$ cat src/hdl/hhls_pkg.sv
// Shared types, constants and helper functions of the HTTP header length scanner.
`timescale 1ns / 1ps

package hhls_pkg;

    // Field widths
    localparam int COUNT_BITS     = 17;
    localparam int LENGTH_BITS    = 28;
    localparam int REQ_BITS       = LENGTH_BITS + 1;
    localparam int STATUS_BITS    = 2;
    localparam int CFG_DATA_BITS  = 28;
    localparam int CFG_INDEX_BITS = 1;
    localparam int NAME_POS_BITS  = 4;

    // Header name "content-length" has this many characters
    localparam logic [NAME_POS_BITS-1:0] NAME_CHARS = 4'd14;

    // Configuration register indexes
    localparam logic [CFG_INDEX_BITS-1:0] CFG_MAX_HEADER = 1'b0;
    localparam logic [CFG_INDEX_BITS-1:0] CFG_MAX_BODY   = 1'b1;

    // Configuration reset values
    localparam logic [COUNT_BITS-1:0]  MAX_HEADER_RESET = 17'd65536;
    localparam logic [LENGTH_BITS-1:0] MAX_BODY_RESET   = 28'd8388608;

    // Saturated length value
    localparam logic [LENGTH_BITS-1:0] LEN_MAX = '1;

    // Smallest header: a lone CR LF CR LF
    localparam logic [COUNT_BITS-1:0] MIN_HEADER = 17'd4;

    // Characters
    localparam logic [7:0] CH_TAB   = 8'h09;
    localparam logic [7:0] CH_LF    = 8'h0A;
    localparam logic [7:0] CH_CR    = 8'h0D;
    localparam logic [7:0] CH_SPACE = 8'h20;
    localparam logic [7:0] CH_PLUS  = 8'h2B;
    localparam logic [7:0] CH_MINUS = 8'h2D;
    localparam logic [7:0] CH_ZERO  = 8'h30;
    localparam logic [7:0] CH_NINE  = 8'h39;
    localparam logic [7:0] CH_COLON = 8'h3A;
    localparam logic [7:0] CH_UPPER_A = 8'h41;
    localparam logic [7:0] CH_UPPER_Z = 8'h5A;

    // Where the parser is within the current header line
    typedef enum logic [2:0] {
        PH_NAME,
        PH_BLANK,
        PH_LEAD,
        PH_DIGITS,
        PH_IGNORE,
        PH_STOPPED
    } t_phase;

    // Progress through CR LF CR LF
    typedef enum logic [1:0] {
        TP_NONE,
        TP_CR,
        TP_CRLF,
        TP_CRLFCR
    } t_term;

    typedef enum logic [STATUS_BITS-1:0] {
        ST_OK,
        ST_HDR_LONG,
        ST_BODY_LARGE
    } t_status;

    typedef struct packed {
        t_status                status;
        logic [COUNT_BITS-1:0]  header_length;
        logic [LENGTH_BITS-1:0] body_length;
        logic [REQ_BITS-1:0]    request_length;
    } t_result;

    // Lower-case header name, one character per position
    function automatic logic [7:0] name_char(input logic [NAME_POS_BITS-1:0] pos);
        logic [7:0] ch;
        case (pos)
            4'd0:    ch = "c";
            4'd1:    ch = "o";
            4'd2:    ch = "n";
            4'd3:    ch = "t";
            4'd4:    ch = "e";
            4'd5:    ch = "n";
            4'd6:    ch = "t";
            4'd7:    ch = "-";
            4'd8:    ch = "l";
            4'd9:    ch = "e";
            4'd10:   ch = "n";
            4'd11:   ch = "g";
            4'd12:   ch = "t";
            4'd13:   ch = "h";
            default: ch = 8'h00;
        endcase
        return ch;
    endfunction

    function automatic logic [7:0] to_lower(input logic [7:0] c);
        logic [7:0] lc;
        lc = (c >= CH_UPPER_A && c <= CH_UPPER_Z) ? (c | 8'h20) : c;
        return lc;
    endfunction

    // Space, tab, LF, VT, FF or CR
    function automatic logic is_ws(input logic [7:0] c);
        logic ws;
        ws = (c == CH_SPACE) || (c >= CH_TAB && c <= CH_CR);
        return ws;
    endfunction

endpackage

$ cat src/hdl/hhls_ifs.sv
// Valid/ready channel interfaces for request bytes and scan results.
`timescale 1ns / 1ps

interface hhls_req_if
    import hhls_pkg::*;
();
    logic       valid;
    logic       ready;
    logic [7:0] data_byte;
    logic       start_of_request;

    modport source (output valid, output data_byte, output start_of_request, input ready);
    modport sink   (input valid, input data_byte, input start_of_request, output ready);
endinterface

interface hhls_res_if
    import hhls_pkg::*;
();
    logic                   valid;
    logic                   ready;
    logic [STATUS_BITS-1:0] status;
    logic [COUNT_BITS-1:0]  header_length;
    logic [LENGTH_BITS-1:0] body_length;
    logic [REQ_BITS-1:0]    request_length;

    modport source (output valid, output status, output header_length,
                    output body_length, output request_length, input ready);
    modport sink   (input valid, input status, input header_length,
                    input body_length, input request_length, output ready);
endinterface

$ cat src/hdl/hhls_parser.sv
// Per-byte header parser: parser state registers and the next-state logic.
`timescale 1ns / 1ps

module hhls_parser
    import hhls_pkg::*;
#(
    parameter int VALUE_WINDOW = 31
) (
    input  logic                   i_clk,
    input  logic                   i_rst_n,
    input  logic                   i_fire,
    input  logic [7:0]             i_data_byte,
    input  logic                   i_sor,
    input  logic [COUNT_BITS-1:0]  i_max_header,
    input  logic [LENGTH_BITS-1:0] i_max_body,
    output logic                   o_res_valid,
    output t_result                o_res
);

    localparam int VC_BITS   = $clog2(VALUE_WINDOW + 1);
    localparam int PROD_BITS = LENGTH_BITS + 4;

    logic [COUNT_BITS-1:0]    r_bytes, n_bytes, c_bytes;
    t_term                    r_term, n_term, c_term;
    logic [NAME_POS_BITS-1:0] r_pos, n_pos, c_pos;
    logic                     r_match, n_match, c_match;
    t_phase                   r_phase, n_phase, c_phase;
    logic [VC_BITS-1:0]       r_vcount, n_vcount, c_vcount;
    logic [LENGTH_BITS-1:0]   r_acc, n_acc, c_acc;
    logic                     r_ovf, n_ovf, c_ovf;
    logic                     r_neg, n_neg, c_neg;
    logic                     r_capt, n_capt, c_capt;
    logic                     r_fin, n_fin, c_fin;

    // Value character step results
    t_phase                   vc_in_phase, vc_phase;
    logic [VC_BITS-1:0]       vc_count;
    logic [LENGTH_BITS-1:0]   vc_acc;
    logic                     vc_ovf, vc_neg;
    logic [PROD_BITS-1:0]     prod;
    logic [PROD_BITS-1:0]     acc_ext;

    logic                     last_cr;
    logic                     oversize_raw;
    logic [LENGTH_BITS-1:0]   cl;
    logic                     res_valid;
    t_result                  res_word;

    // A start-of-request byte sees freshly cleared state
    always_comb begin
        if (i_sor) begin
            c_bytes  = '0;
            c_term   = TP_NONE;
            c_pos    = '0;
            c_match  = 1'b1;
            c_phase  = PH_NAME;
            c_vcount = '0;
            c_acc    = '0;
            c_ovf    = 1'b0;
            c_neg    = 1'b0;
            c_capt   = 1'b0;
            c_fin    = 1'b0;
        end else begin
            c_bytes  = r_bytes;
            c_term   = r_term;
            c_pos    = r_pos;
            c_match  = r_match;
            c_phase  = r_phase;
            c_vcount = r_vcount;
            c_acc    = r_acc;
            c_ovf    = r_ovf;
            c_neg    = r_neg;
            c_capt   = r_capt;
            c_fin    = r_fin;
        end
    end

    // Multiply the accumulator by ten and add the digit
    assign acc_ext = PROD_BITS'(c_acc);
    assign prod    = (acc_ext << 3) + (acc_ext << 1) + PROD_BITS'(i_data_byte[3:0]);

    // One character of the value, strtoul style
    always_comb begin
        vc_in_phase = (c_phase == PH_BLANK) ? PH_LEAD : c_phase;
        vc_phase    = vc_in_phase;
        vc_count    = c_vcount;
        vc_acc      = c_acc;
        vc_ovf      = c_ovf;
        vc_neg      = c_neg;
        if (c_vcount >= VC_BITS'(VALUE_WINDOW)) begin
            vc_phase = PH_IGNORE;
        end else begin
            vc_count = c_vcount + 1'b1;
            priority if (vc_in_phase == PH_LEAD && is_ws(i_data_byte)) begin
                vc_phase = PH_LEAD;
            end else if (vc_in_phase == PH_LEAD &&
                         (i_data_byte == CH_PLUS || i_data_byte == CH_MINUS)) begin
                vc_phase = PH_DIGITS;
                vc_neg   = (i_data_byte == CH_MINUS);
            end else if (i_data_byte >= CH_ZERO && i_data_byte <= CH_NINE) begin
                vc_phase = PH_DIGITS;
                if (!c_ovf) begin
                    if (prod > PROD_BITS'(LEN_MAX)) begin
                        vc_ovf = 1'b1;
                        vc_acc = LEN_MAX;
                    end else begin
                        vc_acc = prod[LENGTH_BITS-1:0];
                    end
                end
            end else begin
                vc_phase = PH_IGNORE;
            end
        end
    end

    // Content length and overflow verdict at the terminator
    assign oversize_raw = c_ovf || (c_neg && c_acc != '0);
    assign cl           = oversize_raw ? LEN_MAX : (c_neg ? '0 : c_acc);
    assign last_cr      = (c_term == TP_CR) || (c_term == TP_CRLFCR);

    // Next state and result for one byte
    always_comb begin
        n_bytes   = c_bytes;
        n_term    = c_term;
        n_pos     = c_pos;
        n_match   = c_match;
        n_phase   = c_phase;
        n_vcount  = c_vcount;
        n_acc     = c_acc;
        n_ovf     = c_ovf;
        n_neg     = c_neg;
        n_capt    = c_capt;
        n_fin     = c_fin;
        res_valid = 1'b0;
        res_word  = '0;

        if (!c_fin) begin
            if (c_bytes == '1 ||
                ({1'b0, c_bytes} + 1'b1) > {1'b0, i_max_header}) begin
                // Header too long: report and stop
                n_fin              = 1'b1;
                res_valid          = 1'b1;
                res_word.status    = ST_HDR_LONG;
            end else begin
                n_bytes = c_bytes + 1'b1;

                // Line end or one byte of the line
                if (i_data_byte == CH_LF && last_cr && c_phase != PH_STOPPED) begin
                    n_pos    = '0;
                    n_match  = 1'b1;
                    n_vcount = '0;
                    n_phase  = (c_phase == PH_NAME && c_pos == 4'd1) ? PH_STOPPED : PH_NAME;
                end else begin
                    unique case (c_phase)
                        PH_NAME: begin
                            if (i_data_byte == CH_COLON) begin
                                if (c_match && c_pos == NAME_CHARS && !c_capt) begin
                                    n_capt  = 1'b1;
                                    n_phase = PH_BLANK;
                                end else begin
                                    n_phase = PH_IGNORE;
                                end
                            end else begin
                                if (c_pos >= NAME_CHARS ||
                                    to_lower(i_data_byte) != name_char(c_pos)) begin
                                    n_match = 1'b0;
                                end
                                if (c_pos != '1) begin
                                    n_pos = c_pos + 1'b1;
                                end
                            end
                        end
                        PH_BLANK, PH_LEAD, PH_DIGITS: begin
                            if (!(c_phase == PH_BLANK &&
                                  (i_data_byte == CH_SPACE || i_data_byte == CH_TAB))) begin
                                n_phase  = vc_phase;
                                n_vcount = vc_count;
                                n_acc    = vc_acc;
                                n_ovf    = vc_ovf;
                                n_neg    = vc_neg;
                            end
                        end
                        default: begin
                        end
                    endcase
                end

                // Track the terminator
                priority if (i_data_byte == CH_CR) begin
                    n_term = (c_term == TP_CRLF) ? TP_CRLFCR : TP_CR;
                end else if (i_data_byte == CH_LF && c_term == TP_CR) begin
                    n_term = TP_CRLF;
                end else if (i_data_byte == CH_LF && c_term == TP_CRLFCR) begin
                    n_fin                  = 1'b1;
                    res_valid              = 1'b1;
                    res_word.header_length = n_bytes;
                    res_word.body_length   = cl;
                    if (oversize_raw || cl > i_max_body) begin
                        res_word.status = ST_BODY_LARGE;
                    end else begin
                        res_word.status         = ST_OK;
                        res_word.request_length = REQ_BITS'(n_bytes) + REQ_BITS'(cl);
                    end
                end else begin
                    n_term = TP_NONE;
                end
            end
        end
    end

    assign o_res_valid = i_fire && res_valid;
    assign o_res       = res_word;

    // Advance parser state on each processed byte
    always_ff @(posedge i_clk) begin
        if (!i_rst_n) begin
            r_bytes  <= '0;
            r_term   <= TP_NONE;
            r_pos    <= '0;
            r_match  <= 1'b1;
            r_phase  <= PH_NAME;
            r_vcount <= '0;
            r_acc    <= '0;
            r_ovf    <= 1'b0;
            r_neg    <= 1'b0;
            r_capt   <= 1'b0;
            r_fin    <= 1'b0;
        end else if (i_fire) begin
            r_bytes  <= n_bytes;
            r_term   <= n_term;
            r_pos    <= n_pos;
            r_match  <= n_match;
            r_phase  <= n_phase;
            r_vcount <= n_vcount;
            r_acc    <= n_acc;
            r_ovf    <= n_ovf;
            r_neg    <= n_neg;
            r_capt   <= n_capt;
            r_fin    <= n_fin;
        end
    end

endmodule

$ cat src/hdl/hhls_out_reg.sv
// Result output register driving the result channel.
`timescale 1ns / 1ps

module hhls_out_reg
    import hhls_pkg::*;
(
    input  logic        i_clk,
    input  logic        i_rst_n,
    input  logic        i_load,
    input  t_result     i_res,
    output logic        o_can_load,
    hhls_res_if.source  o_res
);

    logic    r_valid;
    t_result r_res;

    // Room when empty or when the held word leaves this cycle
    assign o_can_load = !r_valid || o_res.ready;

    // Hold the word until taken
    always_ff @(posedge i_clk) begin
        if (!i_rst_n) begin
            r_valid <= 1'b0;
        end else if (i_load) begin
            r_valid <= 1'b1;
        end else if (o_res.ready) begin
            r_valid <= 1'b0;
        end
    end

    always_ff @(posedge i_clk) begin
        if (i_load) begin
            r_res <= i_res;
        end
    end

    assign o_res.valid          = r_valid;
    assign o_res.status         = r_res.status;
    assign o_res.header_length  = r_res.header_length;
    assign o_res.body_length    = r_res.body_length;
    assign o_res.request_length = r_res.request_length;

endmodule

$ cat src/hdl/http_header_length_scanner_top.sv
// Top level of the HTTP header length scanner: input register, config and parser.
`timescale 1ns / 1ps

// Takes one request byte per cycle while not stalled and emits one result word per
// request once the CR LF CR LF terminator is seen (or the header limit is hit). A
// byte goes through an input register, then combinational parse logic (character
// compares and one multiply-by-ten on the length accumulator) that updates the
// parser state registers and loads the output register, which holds the result
// word until the result side takes it.
// Throughput is one byte per cycle as long as the result side takes its words;
// the input register only holds while the output register is full and stalled.
// Bytes after a result are dropped until a byte flagged start_of_request. The user
// must write limits via the config port while no byte is in flight; unenforced.

module http_header_length_scanner_top
    import hhls_pkg::*;
#(
    parameter int VALUE_WINDOW = 31
) (
    input  logic                      i_clk,
    input  logic                      i_rst_n,
    hhls_req_if.sink                  i_req,
    hhls_res_if.source                o_res,
    input  logic                      i_cfg_we,
    input  logic [CFG_INDEX_BITS-1:0] i_cfg_index,
    input  logic [CFG_DATA_BITS-1:0]  i_cfg_data
);

    logic                   r_in_valid;
    logic [7:0]             r_in_byte;
    logic                   r_in_sor;
    logic [COUNT_BITS-1:0]  r_max_header;
    logic [LENGTH_BITS-1:0] r_max_body;

    logic                   can_load;
    logic                   fire;
    logic                   res_valid;
    t_result                res_word;

    // Process the held byte when the output register has room
    assign fire        = r_in_valid && can_load;
    assign i_req.ready = !r_in_valid || can_load;

    always_ff @(posedge i_clk) begin
        if (!i_rst_n) begin
            r_in_valid <= 1'b0;
        end else if (i_req.ready) begin
            r_in_valid <= i_req.valid;
        end
    end

    always_ff @(posedge i_clk) begin
        if (i_req.valid && i_req.ready) begin
            r_in_byte <= i_req.data_byte;
            r_in_sor  <= i_req.start_of_request;
        end
    end

    // Configuration registers
    always_ff @(posedge i_clk) begin
        if (!i_rst_n) begin
            r_max_header <= MAX_HEADER_RESET;
            r_max_body   <= MAX_BODY_RESET;
        end else if (i_cfg_we) begin
            unique case (i_cfg_index)
                CFG_MAX_HEADER: r_max_header <= i_cfg_data[COUNT_BITS-1:0];
                CFG_MAX_BODY:   r_max_body   <= i_cfg_data[LENGTH_BITS-1:0];
                default: begin
                end
            endcase
        end
    end

    hhls_parser #(
        .VALUE_WINDOW (VALUE_WINDOW)
    ) u_parser (
        .i_clk        (i_clk),
        .i_rst_n      (i_rst_n),
        .i_fire       (fire),
        .i_data_byte  (r_in_byte),
        .i_sor        (r_in_sor),
        .i_max_header (r_max_header),
        .i_max_body   (r_max_body),
        .o_res_valid  (res_valid),
        .o_res        (res_word)
    );

    hhls_out_reg u_out_reg (
        .i_clk      (i_clk),
        .i_rst_n    (i_rst_n),
        .i_load     (res_valid),
        .i_res      (res_word),
        .o_can_load (can_load),
        .o_res      (o_res)
    );

endmodule

$ cat src/flat_wrapper.sv
// flat-port wrapper written by rule: the top's interface ports become plain ports
module http_header_length_scanner_top_flat import hhls_pkg::*;
#(
    parameter int VALUE_WINDOW = 31
)
  (i_clk, i_rst_n, i_cfg_we, i_cfg_index, i_cfg_data, i_req_valid, i_req_data_byte, i_req_start_of_request, i_req_ready, o_res_valid, o_res_status, o_res_header_length, o_res_body_length, o_res_request_length, o_res_ready);
  hhls_req_if i_req_i ();
  hhls_res_if o_res_i ();
  input  logic i_clk;
  input  logic i_rst_n;
  input  logic i_cfg_we;
  input  logic [CFG_INDEX_BITS-1:0] i_cfg_index;
  input  logic [CFG_DATA_BITS-1:0] i_cfg_data;
  input wire logic [$bits(i_req_i.valid)-1:0] i_req_valid;
  input wire logic [$bits(i_req_i.data_byte)-1:0] i_req_data_byte;
  input wire logic [$bits(i_req_i.start_of_request)-1:0] i_req_start_of_request;
  output wire logic [$bits(i_req_i.ready)-1:0] i_req_ready;
  output wire logic [$bits(o_res_i.valid)-1:0] o_res_valid;
  output wire logic [$bits(o_res_i.status)-1:0] o_res_status;
  output wire logic [$bits(o_res_i.header_length)-1:0] o_res_header_length;
  output wire logic [$bits(o_res_i.body_length)-1:0] o_res_body_length;
  output wire logic [$bits(o_res_i.request_length)-1:0] o_res_request_length;
  input wire logic [$bits(o_res_i.ready)-1:0] o_res_ready;
  assign i_req_i.valid = i_req_valid;
  assign i_req_i.data_byte = i_req_data_byte;
  assign i_req_i.start_of_request = i_req_start_of_request;
  assign i_req_ready = i_req_i.ready;
  assign o_res_valid = o_res_i.valid;
  assign o_res_status = o_res_i.status;
  assign o_res_header_length = o_res_i.header_length;
  assign o_res_body_length = o_res_i.body_length;
  assign o_res_request_length = o_res_i.request_length;
  assign o_res_i.ready = o_res_ready;
  http_header_length_scanner_top #(.VALUE_WINDOW(VALUE_WINDOW)) u_core (.i_clk(i_clk), .i_rst_n(i_rst_n), .i_req(i_req_i), .o_res(o_res_i), .i_cfg_we(i_cfg_we), .i_cfg_index(i_cfg_index), .i_cfg_data(i_cfg_data));
endmodule
$ cat config.mk
export PLATFORM = sky130hd
export DESIGN_NAME = http_header_length_scanner_top_flat
export DESIGN_NICKNAME = d
export VERILOG_FILES = /design/src/hdl/hhls_pkg.sv /design/src/hdl/hhls_ifs.sv /design/src/hdl/hhls_parser.sv /design/src/hdl/hhls_out_reg.sv /design/src/hdl/http_header_length_scanner_top.sv /design/src/flat_wrapper.sv
export SDC_FILE = /design/constraint.sdc
export NUM_CORES = 1
export LEC_CHECK = 0
export BUFFER_PORTS_ARGS = -buffer_cell sky130_fd_sc_hd__buf_4
export CAP_MARGIN = 5
export CORE_ASPECT_RATIO = 0.75
export CORE_MARGIN = 5
export CORE_UTILIZATION = 55
export DETAILED_ROUTE_END_ITERATION = 8
export GPL_TIMING_DRIVEN = 0
export PLACE_DENSITY_LB_ADDON = 0.05
export SYNTH_ARGS = -nofsm -noshare
export SYNTH_HDL_FRONTEND = slang
export SYNTH_SLANG_ARGS = --single-unit
export TNS_END_PERCENT = 10
$ cat constraint.sdc
create_clock -name i_clk -period 12.7 [get_ports i_clk]
set_input_delay 1.905 -clock i_clk [delete_from_list [all_inputs] [get_ports i_clk]]
set_output_delay 1.905 -clock i_clk [all_outputs]
set_load 0.005 [all_outputs]
==> run_results.csv <==
group,metric,value,unit
yosys,synth-compound-area-share,19.3,%
yosys,ys_seq_elements,196,
yosys,postSynthCellCount,1627,
floorplanning,core_region_area,24000,sq um
clocking,cts_sinks,196,
timing,hold_viol,0,
yosys,synth-seq-area-share,35.5,%
drt,drc,0,
place,numPortBuffers,120,
worst_setup_path,critical_path_class,"flip-flop to flip-flop",
global_routing,grt_pass1_vias,11900,
floorplanning,ios,121,
power,pwr-share-seq,51.0,%
clocking,clock_latency,0.45,ns
final_layout,final_cell_mix,"nand2_1, nor2_1, a21oi_1",
power,p_int,970,uW
yosys,ys.flop_type,"dfxtp_1",
clocking,hold_buffers,0,
power,pwr_density_cell,85.7,nW/um^2
global_routing,grt_max_degree,72,
floorplanning,rows,49,
run_status,status,"finished clean",
timing,fmax,109,MHz
power,power.switching,349,uW
yosys,synth_nets,1800,
power,pwr-share-comb,8.4,%
drt,dr.first_iter.drc_count,1599,
yosys,synthArstFlopShare,0,%
yosys,synth_edf_count,85,
final_layout,final_nets,1940,
worst_setup_path,required,13.00,ns
floorplanning,dieArea,27700,sq um
clocking,cts_buffers,17,
yosys,ys_types,77,
timing,tns,0,ns
drt,ant_nets,0,
worst_setup_path,path_common_cell,"clkbuf_1",
drt,viasPerCell,6.05,
floorplanning,initial_core_util,56.0,%
worst_setup_path,cp_max_fo,10,
global_routing,grt_pass1_wl,65900,microns
final_layout,final_util,64.0,%
final_layout,insertedDiodeCount,0,
clocking,postCtsSetupRepairBufs,0,
clocking,cts_resized,0,
final_layout,drive_above_1_share,10.4,%
drt,vias,12800,
timing,setup_violations,0,
timing,relSlewSlack,33.7,%
yosys,synth_xor_area_share,3.84,%
timing,period_needed,9.17,ns
yosys,synthSimpleGateAreaFrac,23.9,%
drt,drt-pass1-iter-count,8,
yosys,muxShareOfSynthArea,0.242,%
timing,skew,0.0119,ns
global_routing,grtUsageTotal,29.9,%
clocking,cts_tree,"done",
yosys,avgSynthCellArea,8.28,sq um
power,clkPwrFrac,40.6,%
power,leakagePower,0.00684,uW
worst_setup_path,worstPathBufferInverterCount,7,
worst_setup_path,worstSetupEndpointType,"flip-flop",
global_routing,grt.overflow.total,0,
clocking,htree_levels,4,
global_routing,antenna_found_initial,0,
place,hpwl,33200,microns
clocking,clkTransAtPathRegs,0.07,ns
yosys,syn_area,13500,sq um
worst_setup_path,start_kind,"flip-flop",
timing,min_period_over_period,72.2,%
place,place_congestion,0.959,
power,vdd_drop_max,0.0935,mV
worst_setup_path,cpLargestDelayFamily,"buffers and inverters",
worst_setup_path,path_cells,"clkbuf_1 > clkbuf_1 > clkbuf_1 > clkbuf_1 > clkbuf_1 > clkbuf_1 > nor2b_1 > ha_1 > and3_1 > and2_1 > nor2b_1 > and3_1 > ha_1 > ha_1 > and3_1 > a221oi_2 > o21ai_1 > a211o_1 > o21ai_1 > nand3_1 > nor2_1 > clkbuf_1 > and2_1",
yosys,synth_top_family_by_area,"simple AND/OR/NAND/NOR gates",
timing,rsz0062_at_grt,"no",
final_layout,layout_commonest_cell,"nand2_1",
worst_hold_path,hp-class,"flip-flop to flip-flop",
worst_setup_path,critical_path.slowest_cell,"edfxtp_1",
power,netSwitchingFraction,26.5,%
clocking,cts_buffer_depth,2,
worst_setup_path,arrival,9.47,ns
yosys,synthAdderAreaFrac,12.2,%
clocking,cts-root-buf,"clkbuf_16",
floorplanning,die_h,146,microns
floorplanning,die_x,191,microns
final_layout,syn_to_final_growth,14.2,%
worst_setup_path,crit_path_max_incr_delay,0.59,ns
yosys,synth_warnings,0,
timing,worst_pin_slew,0.987,ns
timing,maxSlewViolCount,0,
drt,wl_per_cell,20.0,microns
run,max_cap_violations,0,
drt,wl,42300,microns
==> state kept, by name, indices dropped and copies added, names as in the netlist <==
register,cells
u_core.r_in_byte,8
u_core.u_parser.r_acc,28
u_core.u_parser.r_bytes,17
u_core.u_out_reg.o_res.valid,1
u_core.u_parser.r_match,1
u_core.r_in_valid,1
u_core.u_out_reg.o_res.body_length,28
u_core.u_out_reg.o_res.request_length,29
u_core.r_max_header,17
u_core.u_parser.r_pos,4
u_core.u_parser.r_phase,3
u_core.u_out_reg.o_res.status,2
u_core.u_out_reg.o_res.header_length,17
u_core.u_parser.r_neg,1
u_core.u_parser.r_capt,1
u_core.u_parser.r_vcount,5
u_core.u_parser.r_fin,1
u_core.r_max_body,28
u_core.u_parser.r_ovf,1
u_core.r_in_sor,1
u_core.u_parser.r_term,2
==> path summary, 6_finish.rpt <==
path | depth (start not counted) | slack (ns) | start | end
worst min register to register | 2 | 0.46 | u_core.r_max_header[8] | u_core.r_max_header[8]
worst max-delay path | 23 | 3.53 | u_core.r_in_sor | u_core.u_out_reg.o_res.body_length[13]
worst max register to register | 23 | 3.53 | u_core.r_in_sor | u_core.u_out_reg.o_res.body_length[13]
worst min-delay path | 2 | 0.46 | u_core.r_max_header[8] | u_core.r_max_header[8]
==> cell type report <==
class                           count  area [sq um]
Fill cell                        2157          8660
Multi-Input combinational cell   1255          8010
Sequential cell                   196          4770
Timing Repair Buffer              121           928
Clock buffer                       19           454
Tap cell                          331           414
Inverter                           97           367
Buffer                             79           320
Clock inverter                     13           110
==> synth_stat cells (all sizes together) (28+ instances only) <==
master,n,area share (%)
nor2,155,4.3
xnor2,37,2.4
nand3,42,1.6
nand2,205,5.7
ha,127,12
nor3,46,1.9
and2,33,1.5
a21oi,144,5.4
inv,97,2.7
nor2b,43,2.1
nand4,28,1.3
nand2b,32,1.5
a21o,40,2.2
edfxtp,85,19
dfxtp,111,16
clkbuf,64,1.8
o21ai,62,2.3
==> metrics by stage <==
step / instance area (sq um) / power [uW] / instances / hold WS, ns / setup slack [ns]
floorplan: 13500 / 749 / 1627 / 0.432 / 6.14
detailed placement: 14800 / 794 / 2079 / 0.447 / 3.85
CTS: 15400 / 1320 / 2111 / 0.458 / 3.80
finish: 15400 / 1320 / 2111 / 0.456 / 3.53
global placement: 14800 / 792 / 2078 / 0.444 / 3.01
global route: 15400 / 1360 / 2111 / 0.477 / 3.31
==> tightest hold or removal path, delay by kind of cell (launching register included) <==
kind / cells / cell delay [ns]
compound gates: 1 / 0.05
flops: 1 / 0.31
simple gates: 1 / 0.05
==> power by group through the flow <==
stage	clock, uW	combinational [uW]	sequential [uW]
after floorplan	0	66.3	683
after global placement	0	106	686
final	536	111	672
after CTS	537	109	671
after detailed placement	0	108	686
after global routing	561	121	673
==> layer usage <==
metal / up-vias / GRT usage [%] / share of wire (%)
met5: - / 0 / 0
met4: 0 / 7.36 / 2.2
li1: 6100 / - / -
met2: 630 / 42.8 / 41
met3: 80 / 8.11 / 11
met1: 5959 / 44.7 / 46
==> cell families after synthesis <==
kind of cell / count (synthesis)
simple gates: 661
xor+xnor: 59
flops: 196
fa+ha+maj: 130
mux: 3
buf+inv: 176
compound gates: 402
Power figures use the tool's default switching activity.
